**src/hw/rtl/sbba_pkg.sv**
```systemverilog
// Shared constants, types and helpers for the swap block bitmap allocator.
// No dependencies.
package sbba_pkg;

    localparam int MAP_BYTES     = 128;
    localparam int TOTAL_BLOCKS  = 1024;
    localparam int BITS_PER_BYTE = 8;
    localparam int GROUPS        = MAP_BYTES / BITS_PER_BYTE;

    localparam int IDX_W = $clog2(MAP_BYTES);
    localparam int GRP_W = $clog2(GROUPS);
    localparam int BIT_W = 3;
    localparam int BLK_W = 10;
    localparam int CNT_W = 11;
    localparam int OP_W  = 2;

    localparam logic [OP_W-1:0] OP_ALLOCATE = 2'd0;
    localparam logic [OP_W-1:0] OP_MARK     = 2'd1;
    localparam logic [OP_W-1:0] OP_RELEASE  = 2'd2;

    localparam logic [BITS_PER_BYTE-1:0] BYTE_FULL = 8'hFF;
    localparam logic [CNT_W-1:0] COUNT_MAX = CNT_W'(TOTAL_BLOCKS);

    typedef struct packed {
        logic             found;
        logic [IDX_W-1:0] byte_idx;
    } scan_result_t;

    // position of the lowest clear bit; zero when the byte is full
    function automatic logic [BIT_W-1:0] first_zero(input logic [BITS_PER_BYTE-1:0] b);
        logic [BIT_W-1:0] pos;
        pos = '0;
        for (int i = BITS_PER_BYTE - 1; i >= 0; i--)
        begin
            if (!b[i])
            begin
                pos = BIT_W'(i);
            end
        end
        return pos;
    endfunction

endpackage

```
**src/hw/rtl/swap_block_bitmap_allocator.sv**
```systemverilog
// Swap block bitmap allocator, first fit; top level with sequencer and free count.
// Uses sbba_pkg, sbba_map_ram, sbba_free_scan.
//
//  channel | dir | tdata                              | tuser
//  s_*     | in  | [9:0] block_number, rest zero      | [1:0] operation
//  m_*     | out | [9:0] granted_block, [20:10] free  | [0] status
//
// Each transfer goes through accept, byte pick and map read, then modify and write back.
// The byte pick uses registered per-group summaries; the map read data is registered.
// One operation is in flight; the input is taken again once the result is registered.
// A stalled result holds the write-back step until m_tready.
// Reset is asynchronous and needs no clearing pass: the map reads as all free.
module swap_block_bitmap_allocator
    import sbba_pkg::*;
(
    input  logic        clk,
    input  logic        rst_n,
    input  logic        s_tvalid,
    output logic        s_tready,
    input  logic [15:0] s_tdata,   // [9:0] block_number
    input  logic [1:0]  s_tuser,   // [1:0] operation
    output logic        m_tvalid,
    input  logic        m_tready,
    output logic [23:0] m_tdata,   // [9:0] granted_block, [20:10] free_blocks
    output logic [0:0]  m_tuser    // [0] status
);

    localparam logic [1:0] ST_IDLE = 2'd0;
    localparam logic [1:0] ST_SCAN = 2'd1;
    localparam logic [1:0] ST_WB   = 2'd2;

    logic [1:0]       state_reg, state_next;
    logic [OP_W-1:0]  op_reg, op_next;
    logic [BLK_W-1:0] blk_reg, blk_next;
    logic [IDX_W-1:0] idx_reg, idx_next;
    logic             fail_reg, fail_next;
    logic [CNT_W-1:0] count_reg, count_next;
    logic             out_valid_reg, out_valid_next;
    logic             status_reg, status_next;
    logic [BLK_W-1:0] granted_reg, granted_next;
    logic [CNT_W-1:0] free_reg, free_next;

    scan_result_t             scan;
    logic [IDX_W-1:0]         rd_addr;
    logic [BITS_PER_BYTE-1:0] rd_data;
    logic                     wr_en;
    logic [BITS_PER_BYTE-1:0] wr_data;
    logic [BIT_W-1:0]         pick_bit;
    logic [BITS_PER_BYTE-1:0] blk_mask;
    logic                     wb_go;

    sbba_map_ram u_ram (
        .clk     (clk),
        .rst_n   (rst_n),
        .wr_en   (wr_en),
        .wr_addr (idx_reg),
        .wr_data (wr_data),
        .rd_addr (rd_addr),
        .rd_data (rd_data)
    );

    sbba_free_scan u_scan (
        .clk      (clk),
        .rst_n    (rst_n),
        .upd_en   (wr_en),
        .upd_idx  (idx_reg),
        .upd_full (wr_data == BYTE_FULL),
        .result   (scan)
    );

    assign s_tready = (state_reg == ST_IDLE);
    assign m_tvalid = out_valid_reg;
    assign m_tdata  = {3'b000, free_reg, granted_reg};
    assign m_tuser  = status_reg;

    assign rd_addr  = (op_reg == OP_ALLOCATE) ? scan.byte_idx : blk_reg[BLK_W-1:BIT_W];
    assign pick_bit = first_zero(rd_data);
    assign blk_mask = BITS_PER_BYTE'(1) << blk_reg[BIT_W-1:0];
    assign wb_go    = (state_reg == ST_WB) && (!out_valid_reg || m_tready);

    always_comb
    begin
        state_next     = state_reg;
        op_next        = op_reg;
        blk_next       = blk_reg;
        idx_next       = idx_reg;
        fail_next      = fail_reg;
        count_next     = count_reg;
        out_valid_next = out_valid_reg && !m_tready;
        status_next    = status_reg;
        granted_next   = granted_reg;
        free_next      = free_reg;
        wr_en          = 1'b0;
        wr_data        = rd_data;

        case (state_reg)
            ST_IDLE:
            begin
                if (s_tvalid)
                begin
                    op_next    = s_tuser;
                    blk_next   = s_tdata[BLK_W-1:0];
                    state_next = ST_SCAN;
                end
            end
            ST_SCAN:
            begin
                idx_next   = rd_addr;
                fail_next  = (count_reg == '0) || !scan.found;
                state_next = ST_WB;
            end
            ST_WB:
            begin
                if (wb_go)
                begin
                    out_valid_next = 1'b1;
                    status_next    = 1'b0;
                    granted_next   = '0;
                    case (op_reg)
                        OP_ALLOCATE:
                        begin
                            if (fail_reg)
                            begin
                                status_next = 1'b1;
                            end
                            else
                            begin
                                wr_en        = 1'b1;
                                wr_data      = rd_data | (BITS_PER_BYTE'(1) << pick_bit);
                                count_next   = count_reg - CNT_W'(1);
                                granted_next = {idx_reg, pick_bit};
                            end
                        end
                        OP_MARK:
                        begin
                            wr_en   = 1'b1;
                            wr_data = rd_data | blk_mask;
                            if (count_reg != '0)
                            begin
                                count_next = count_reg - CNT_W'(1);
                            end
                        end
                        OP_RELEASE:
                        begin
                            wr_en   = 1'b1;
                            wr_data = rd_data & ~blk_mask;
                            if (count_reg < COUNT_MAX)
                            begin
                                count_next = count_reg + CNT_W'(1);
                            end
                        end
                        default:
                        begin
                            wr_en = 1'b0;
                        end
                    endcase
                    free_next  = count_next;
                    state_next = ST_IDLE;
                end
            end
            default:
            begin
                state_next = ST_IDLE;
            end
        endcase
    end

    always_ff @(posedge clk or negedge rst_n)
    begin
        if (!rst_n)
        begin
            state_reg     <= ST_IDLE;
            count_reg     <= COUNT_MAX;
            out_valid_reg <= 1'b0;
        end
        else
        begin
            state_reg     <= state_next;
            count_reg     <= count_next;
            out_valid_reg <= out_valid_next;
        end
    end

    always_ff @(posedge clk)
    begin
        op_reg      <= op_next;
        blk_reg     <= blk_next;
        idx_reg     <= idx_next;
        fail_reg    <= fail_next;
        status_reg  <= status_next;
        granted_reg <= granted_next;
        free_reg    <= free_next;
    end

endmodule

```
**src/hw/rtl/sbba_map_ram.sv**
```systemverilog
// Used-map byte store: one write port, one read port, registered read data.
// Per-entry valid bits make unwritten bytes read as zero after reset. Uses sbba_pkg.
module sbba_map_ram
    import sbba_pkg::*;
(
    input  logic                     clk,
    input  logic                     rst_n,
    input  logic                     wr_en,
    input  logic [IDX_W-1:0]         wr_addr,
    input  logic [BITS_PER_BYTE-1:0] wr_data,
    input  logic [IDX_W-1:0]         rd_addr,
    output logic [BITS_PER_BYTE-1:0] rd_data
);

    logic [BITS_PER_BYTE-1:0] mem [MAP_BYTES];
    logic [MAP_BYTES-1:0]     valid_reg;
    logic [BITS_PER_BYTE-1:0] rd_data_reg;
    logic                     rd_valid_reg;

    always_ff @(posedge clk)
    begin
        if (wr_en)
        begin
            mem[wr_addr] <= wr_data;
        end
        rd_data_reg <= mem[rd_addr];
    end

    always_ff @(posedge clk or negedge rst_n)
    begin
        if (!rst_n)
        begin
            valid_reg    <= '0;
            rd_valid_reg <= 1'b0;
        end
        else
        begin
            if (wr_en)
            begin
                valid_reg[wr_addr] <= 1'b1;
            end
            rd_valid_reg <= valid_reg[rd_addr];
        end
    end

    assign rd_data = rd_valid_reg ? rd_data_reg : '0;

endmodule

```
**src/hw/rtl/sbba_free_scan.sv**
```systemverilog
// Full-byte summary and first-fit byte search for the allocator.
// Two levels: registered per-group not-full flags, then byte within group. Uses sbba_pkg.
module sbba_free_scan
    import sbba_pkg::*;
(
    input  logic             clk,
    input  logic             rst_n,
    input  logic             upd_en,
    input  logic [IDX_W-1:0] upd_idx,
    input  logic             upd_full,
    output scan_result_t     result
);

    logic [MAP_BYTES-1:0] full_reg;
    logic [GROUPS-1:0]    grp_open_reg;
    logic [GROUPS-1:0]    grp_open_next;
    logic [GRP_W-1:0]     grp_sel;
    logic                 grp_found;
    logic [BITS_PER_BYTE-1:0] grp_bits;

    always_comb
    begin
        for (int g = 0; g < GROUPS; g++)
        begin
            grp_open_next[g] = (full_reg[g*BITS_PER_BYTE +: BITS_PER_BYTE] != BYTE_FULL);
        end
    end

    always_ff @(posedge clk or negedge rst_n)
    begin
        if (!rst_n)
        begin
            full_reg     <= '0;
            grp_open_reg <= '1;
        end
        else
        begin
            if (upd_en)
            begin
                full_reg[upd_idx] <= upd_full;
            end
            grp_open_reg <= grp_open_next;
        end
    end

    // lowest group with a byte that is not full
    always_comb
    begin
        grp_sel   = '0;
        grp_found = 1'b0;
        for (int g = GROUPS - 1; g >= 0; g--)
        begin
            if (grp_open_reg[g])
            begin
                grp_sel   = GRP_W'(g);
                grp_found = 1'b1;
            end
        end
    end

    assign grp_bits = full_reg[grp_sel*BITS_PER_BYTE +: BITS_PER_BYTE];
    assign result   = '{found: grp_found, byte_idx: {grp_sel, first_zero(grp_bits)}};

endmodule

```
**config.mk**
```make
export PLATFORM = sky130hd
export DESIGN_NAME = swap_block_bitmap_allocator
export DESIGN_NICKNAME = d
export VERILOG_FILES = /design/src/hw/rtl/sbba_pkg.sv /design/src/hw/rtl/swap_block_bitmap_allocator.sv /design/src/hw/rtl/sbba_map_ram.sv /design/src/hw/rtl/sbba_free_scan.sv
export SDC_FILE = /design/constraint.sdc
export NUM_CORES = 2
export LEC_CHECK = 0
export ABC_AREA = 0
export BUFFER_PORTS_ARGS = -buffer_cell sky130_fd_sc_hd__buf_2
export CORE_MARGIN = 2
export CORE_UTILIZATION = 35
export DETAILED_ROUTE_END_ITERATION = 7
export HOLD_SLACK_MARGIN = 0.1
export RECOVER_POWER = 25
export SLEW_MARGIN = 20
export SYNTH_ARGS = -nofsm -noshare
export SYNTH_HDL_FRONTEND = slang
export SYNTH_HIERARCHICAL = 1
export SYNTH_SLANG_ARGS = --single-unit
export TNS_END_PERCENT = 100
```
**constraint.sdc**
```tcl
create_clock -name clk -period 17.64 [get_ports clk]
set_clock_uncertainty 0.05 [all_clocks]
set_input_delay 1.764 -clock clk [delete_from_list [all_inputs] [get_ports clk]]
set_output_delay 1.764 -clock clk [all_outputs]
set_load 0.05 [all_outputs]
```
# After elaboration in Yosys (flattened, before gate mapping)
# Memory sizes are Yosys's and may differ from the RTL's. A register that Yosys moved wholly into a read port is not among the register bits.
# Cells that the tools add are included.
[classes] add_sub_neg=2 n_lt_le_gt_ge=4 n_eq_ne=23 shifts=3 mux=75 bitwise_logic=6 n_reduce_logical=17
[op_table] operator="$bwmux 128" count=1
[op_table] operator="$ne 8x8->1 const B" count=16
[op_table] operator="$or 128x128->128" count=1
[op_table] operator="$shiftx 128x8->8" count=1
[op_table] operator="$mux 4" count=16
[op_table] operator="$mux 3" count=16
[op_table] operator="$mux 11" count=3
[op_table] operator="$pmux 11 s3" count=1
[op_table] operator="$mux 8" count=4
[op_table] operator="$mux 1" count=26
[op_table] operator="$pmux 8 s3" count=1
[op_table] operator="$lt 7x8->1 const B" count=2
[op_table] operator="$or 8x8->8" count=2
[op_table] operator="$shl 1x3->8 const A" count=2
[op_table] operator="$add 11x1->11 const B" count=1
[op_table] operator="$logic_not 11->1" count=1
[op_table] operator="$lt 11x11->1 const B" count=1
[op_table] operator="$reduce_bool 11->1" count=1
[op_table] operator="$sub 11x1->11 const B" count=1
[op_table] operator="$and 8x8->8" count=1
[op_table] operator="$eq 8x8->1 const B" count=1
[op_table] operator="$not 8->8" count=1
[op_table] operator="$bmux 1 s7" count=1
[op_table] operator="$demux 1 s7" count=1
[op_table] operator="other kinds (15)" count=28
[totals] reg_bits=329 mem_bits_rw=1024 elab_cells=145 mem_count=1
[mem_list] name="u_ram.mem" depth=128 width=8 rd=1 rd_clocked_by_memory_dff=1 wr=1 line="sbba_map_ram.sv:15" source="logic [BITS_PER_BYTE-1:0] mem [MAP_BYTES];"

# Depth between registers and ports, before layout
[depth] depth_word=28 depth_mapped=23

# Hierarchy
# Netlist, hierarchy kept.
[modules_own_cells] mod="sbba_map_ram" instances=1 cells_each=1971 area_per_inst_um2=44894.3 seq_area_each_um2=34137.7
[modules_own_cells] mod="sbba_free_scan" instances=1 cells_each=767 area_per_inst_um2=7795.0 seq_area_each_um2=3623.5
[modules_own_cells] mod="swap_block_bitmap_allocator" instances=1 cells_each=324 area_per_inst_um2=3273.1 seq_area_each_um2=1612.8

# Worst setup path before layout
# Ideal clock, no wire load.
[synth_timing] path_kind="input -> register" from="input port m_tready" to="register u_scan.full_reg[0]" setup_ns=0.065 arrival_ns=8.841 required_time_ns=17.525 path_slack_ns=8.684 path_stages=8 path_buffers=2 path_cell_list="nor2b_1 -> nor3_2 -> nand2_1 -> o31ai_1 -> and4b_1 -> clkbuf_1 -> clkbuf_1 -> mux2_2"
[synth_via] elab_chain_cells=6 word_cells_on_any_way=8
[synth_lines] item="from (decl)" line="swap_block_bitmap_allocator.sv:23" source="input logic m_tready,"
[synth_lines] item="$logic_or 1x1->1" line="swap_block_bitmap_allocator.sv:79" source="assign wb_go = (state_reg == ST_WB) && (!out_valid_reg || m_tready);"
[synth_lines] item="$logic_and 1x1->1" line="swap_block_bitmap_allocator.sv:79"
[synth_lines] item="$mux 8" line="swap_block_bitmap_allocator.sv:114" source="if (wb_go)"
[synth_lines] item="$mux 8" line="swap_block_bitmap_allocator.sv:96" source="case (state_reg)"
[synth_lines] item="net wr_data[7]" line="swap_block_bitmap_allocator.sv:47" source="logic [BITS_PER_BYTE-1:0] wr_data;"
[synth_lines] item="$eq 8x8->1" line="swap_block_bitmap_allocator.sv:67" source=".upd_full (wr_data == BYTE_FULL),"
[synth_lines] item="$bwmux 128" line="sbba_free_scan.sv:40" source="full_reg[upd_idx] <= upd_full;"
[synth_lines] item="to (signal, indexed assignment)" line="sbba_free_scan.sv:40"
[synth_lines] item="to (decl)" line="sbba_free_scan.sv:14" source="logic [MAP_BYTES-1:0] full_reg;"
# The timed path passes the listed nets, and every way through them passes these cells.
# A chain may end at the register's enable or synchronous reset.

==> results.toml <==
[die]
die_w_um = 403.9
rows = 146
coreArea_um2 = 158600
start_util = 0.3529
ios = 49
dieArea_um2 = 163100
die_h_um = 403.9

[final_layout]
final_common_cell = "edfxtp_1"
largest_reg_flops = 1024
final_util = 0.3962
drive_above_1_share = 0.2609
syn_to_final_growth_pct = 12.25
fill_cells = 14258
final_cell_mix = "edfxtp_1 (1066), mux4_2 (378), dfrtp_1 (270)"
nNetsFinal = 3140

[clocking]
cts.path.max_buffers = 3
cts_buffers = 142
cts_tree = "yes"
htree_levels = 4
postCtsSetupRepairBufs = 0
root_buffer = "clkbuf_16"
cts_resized = 0
clock_latency_ps = 760
clkTransAtPathRegs_ps = 60
cts_hold_buf = 0
clock-sinks = 1361

[timing]
rsz0062_at_grt = "false"
tightest_slew_ps = 5593
setup_violations = 0
hold_viol = 0
slew_violations = 639
fin_setup_tns_ps = 0
min_period_over_period = 0.6436
min_period_ps = 11350
slew_headroom = -2.729
fmax_mhz = 88.08

[setup_path]
critPathArrivalTime_ps = 11160
critPathCaptureType = "asynchronous set/reset pin"
reg2reg_slack_ps = 8810
crit_slowest_cell = "clkbuf_1"
cp-startpoint = "rst_n"
reg2regPathDepth = 17
worstSetupPathType = "in2async"
worstPathRequired_ps = 17440
r2r-end = "u_ram/rd_data_reg[3]"
crit_path_frequent_cell = "clkbuf_1"
slowest_delay_ps = 3850
crit_chain = "clkbuf_1 > clkbuf_1 > clkbuf_1"
cp_max_fo = 100
crit_path_end = "u_ram/valid_reg[56]"
timing.rr.start = "u_scan/grp_open_reg[14]"
cp-start-kind = "primary input"

[global_route]
grt_pass1_wl_um = 198500
grt_usage = 0.1634
antenna_found_initial = 1
grt_start_max_net_pins = 155
grt_overflow = 0
grt_pass1_vias = 29380

[power_and_ir_drop]
p_per_area_nw_per_um2 = 118.3
irDropWorstVdd_v = 0.00008074
power_mw = 7.433
power.leakage_nw = 22.31

[run_status]
violations = "max-capacitance violations, max-slew violations"
status = "finished with violations"

[logic_synthesis]
synth_seq_area_share = 0.7036
yosysWarnings = 6
synth.ff_latch_count = 1361
synth.avg_cell_area_um2 = 18.28
synth_area_leaders = "edfxtp_1 (57%), mux4_2 (15%), dfrtp_1 (12%)"
synthArstFlopShare = 0.2109
synth_top_area_frac = 0.5720
synth.distinct_cells = 86
syn-cell-area_um2 = 55960
syn_inst = 3062
synth_flop_cell = "edfxtp_1"
synth-edff-count = 1066
synth_top_area_cell = "edfxtp_1"

[route]
vias = 28655
drtAntennaViolNets = 0
drtIter0Drc = 2820
wire_per_inst_um = 25.13
wl_um = 133100
dr.pass1.iters = 5
vias_per_cell = 5.410
drc_errors = 0

[placed_design]
port_buffers = 39
place_congestion = 0.8833
dp_hpwl_um = 80900

[flow_run]
maxCapViolations = 12

[worst_hold_path]
hold_class = "reg2reg"
-- cells in the mapped netlist, types with 22 or more instances --
library cell	instances
buf_1	22
buf_2	24
buf_4	22
clkbuf_1	104
dfrtp_1	270
edfxtp_1	1066
inv_1	24
mux2_2	155
mux2i_1	23
mux4_2	378
nand2_1	175
nand3_1	33
nand4_1	44
nor2_1	236
o21ai_0	30
o21bai_1	67
or2_1	64
or2_2	22
-- how the worst min path moves through the flow --
stage,startpoint,end,slack [ps],cells after the start
floorplan,u_ram/valid_reg[100],u_ram/valid_reg[100],380,1
global placement,u_ram/valid_reg[99],u_ram/valid_reg[99],390,1
detailed placement,u_ram/valid_reg[9],u_ram/valid_reg[9],400,1
CTS,u_ram/valid_reg[83],u_ram/valid_reg[83],410,1
global route,u_ram/valid_reg[76],u_ram/valid_reg[76],430,1
finish,u_ram/valid_reg[86],u_ram/valid_reg[86],410,1
-- kinds of logic (layout without fill, tap and decap cells) --
| logic type | count (synthesis) | after routing | synth area share |
|---|---|---|---|
| AND/OR/NAND/NOR | 707 | 707 | 0.06155 |
| AO/OA/AOI/OAI | 220 | 220 | 0.02884 |
| flip-flops | 1361 | 1361 | 0.7036 |
| XOR/XNOR | 2 | 2 | 0.0003131 |
| other | 1 | 4 | 0.00006701 |
| adder cells (fa/ha/maj) | 6 | 6 | 0.001341 |
| multiplexers | 557 | 557 | 0.1876 |
| buffers and inverters | 208 | 368 | 0.01668 |
-- power by group --
group | switching [mW] | internal, mW | total, mW
combinational | 0.557 | 0.336 | 0.893
clock | 1.24 | 1.66 | 2.90
sequential | 0.0600 | 3.58 | 3.64
-- layout make-up --
class / count / area [um2] / area share
well taps: 2072 / 2592 / 0.04127
repair buffers: 81 / 466.7 / 0.007429
multi-input cells: 1495 / 15780 / 0.2511
diodes: 1 / 2.502 / 0.00003984
clock buffers: 191 / 3892 / 0.06196
clock inverters: 65 / 596.8 / 0.009501
inverters: 31 / 118.9 / 0.001892
flip-flops and latches: 1361 / 39370 / 0.6268
-- metal layers --
layer | wire length, um | global-route usage | part of all wire | up-vias
met2 | 65340 | 0.2651 | 0.49 | 824
met5 | 0 | 0 | 0 | -
met3 | 7365 | 0.02810 | 0.055 | 170
li1 | - | - | - | 12265
met4 | 2329 | 0.04137 | 0.017 | 0
met1 | 58100 | 0.2289 | 0.44 | 15396
-- metrics by stage --
step / hold slack, ps / cell area, um2 / setup slack [ps] / std cells
after global routing: 426.2 / 62820 / 4235 / 5296
after global placement: 391.5 / 58460 / 8752 / 5040
after CTS: 413.3 / 62960 / 8725 / 5296
after detailed placement: 397.9 / 58470 / 8743 / 5040
final: 406.3 / 62820 / 6286 / 5297
after floorplan: 377.8 / 55970 / 8684 / 3064
-- critical path: cells and delay by family --
family                 cells  cell delay (ps)
buffers and inverters      3             9230
No activity file was read; power rests on OpenSTA's default activity.
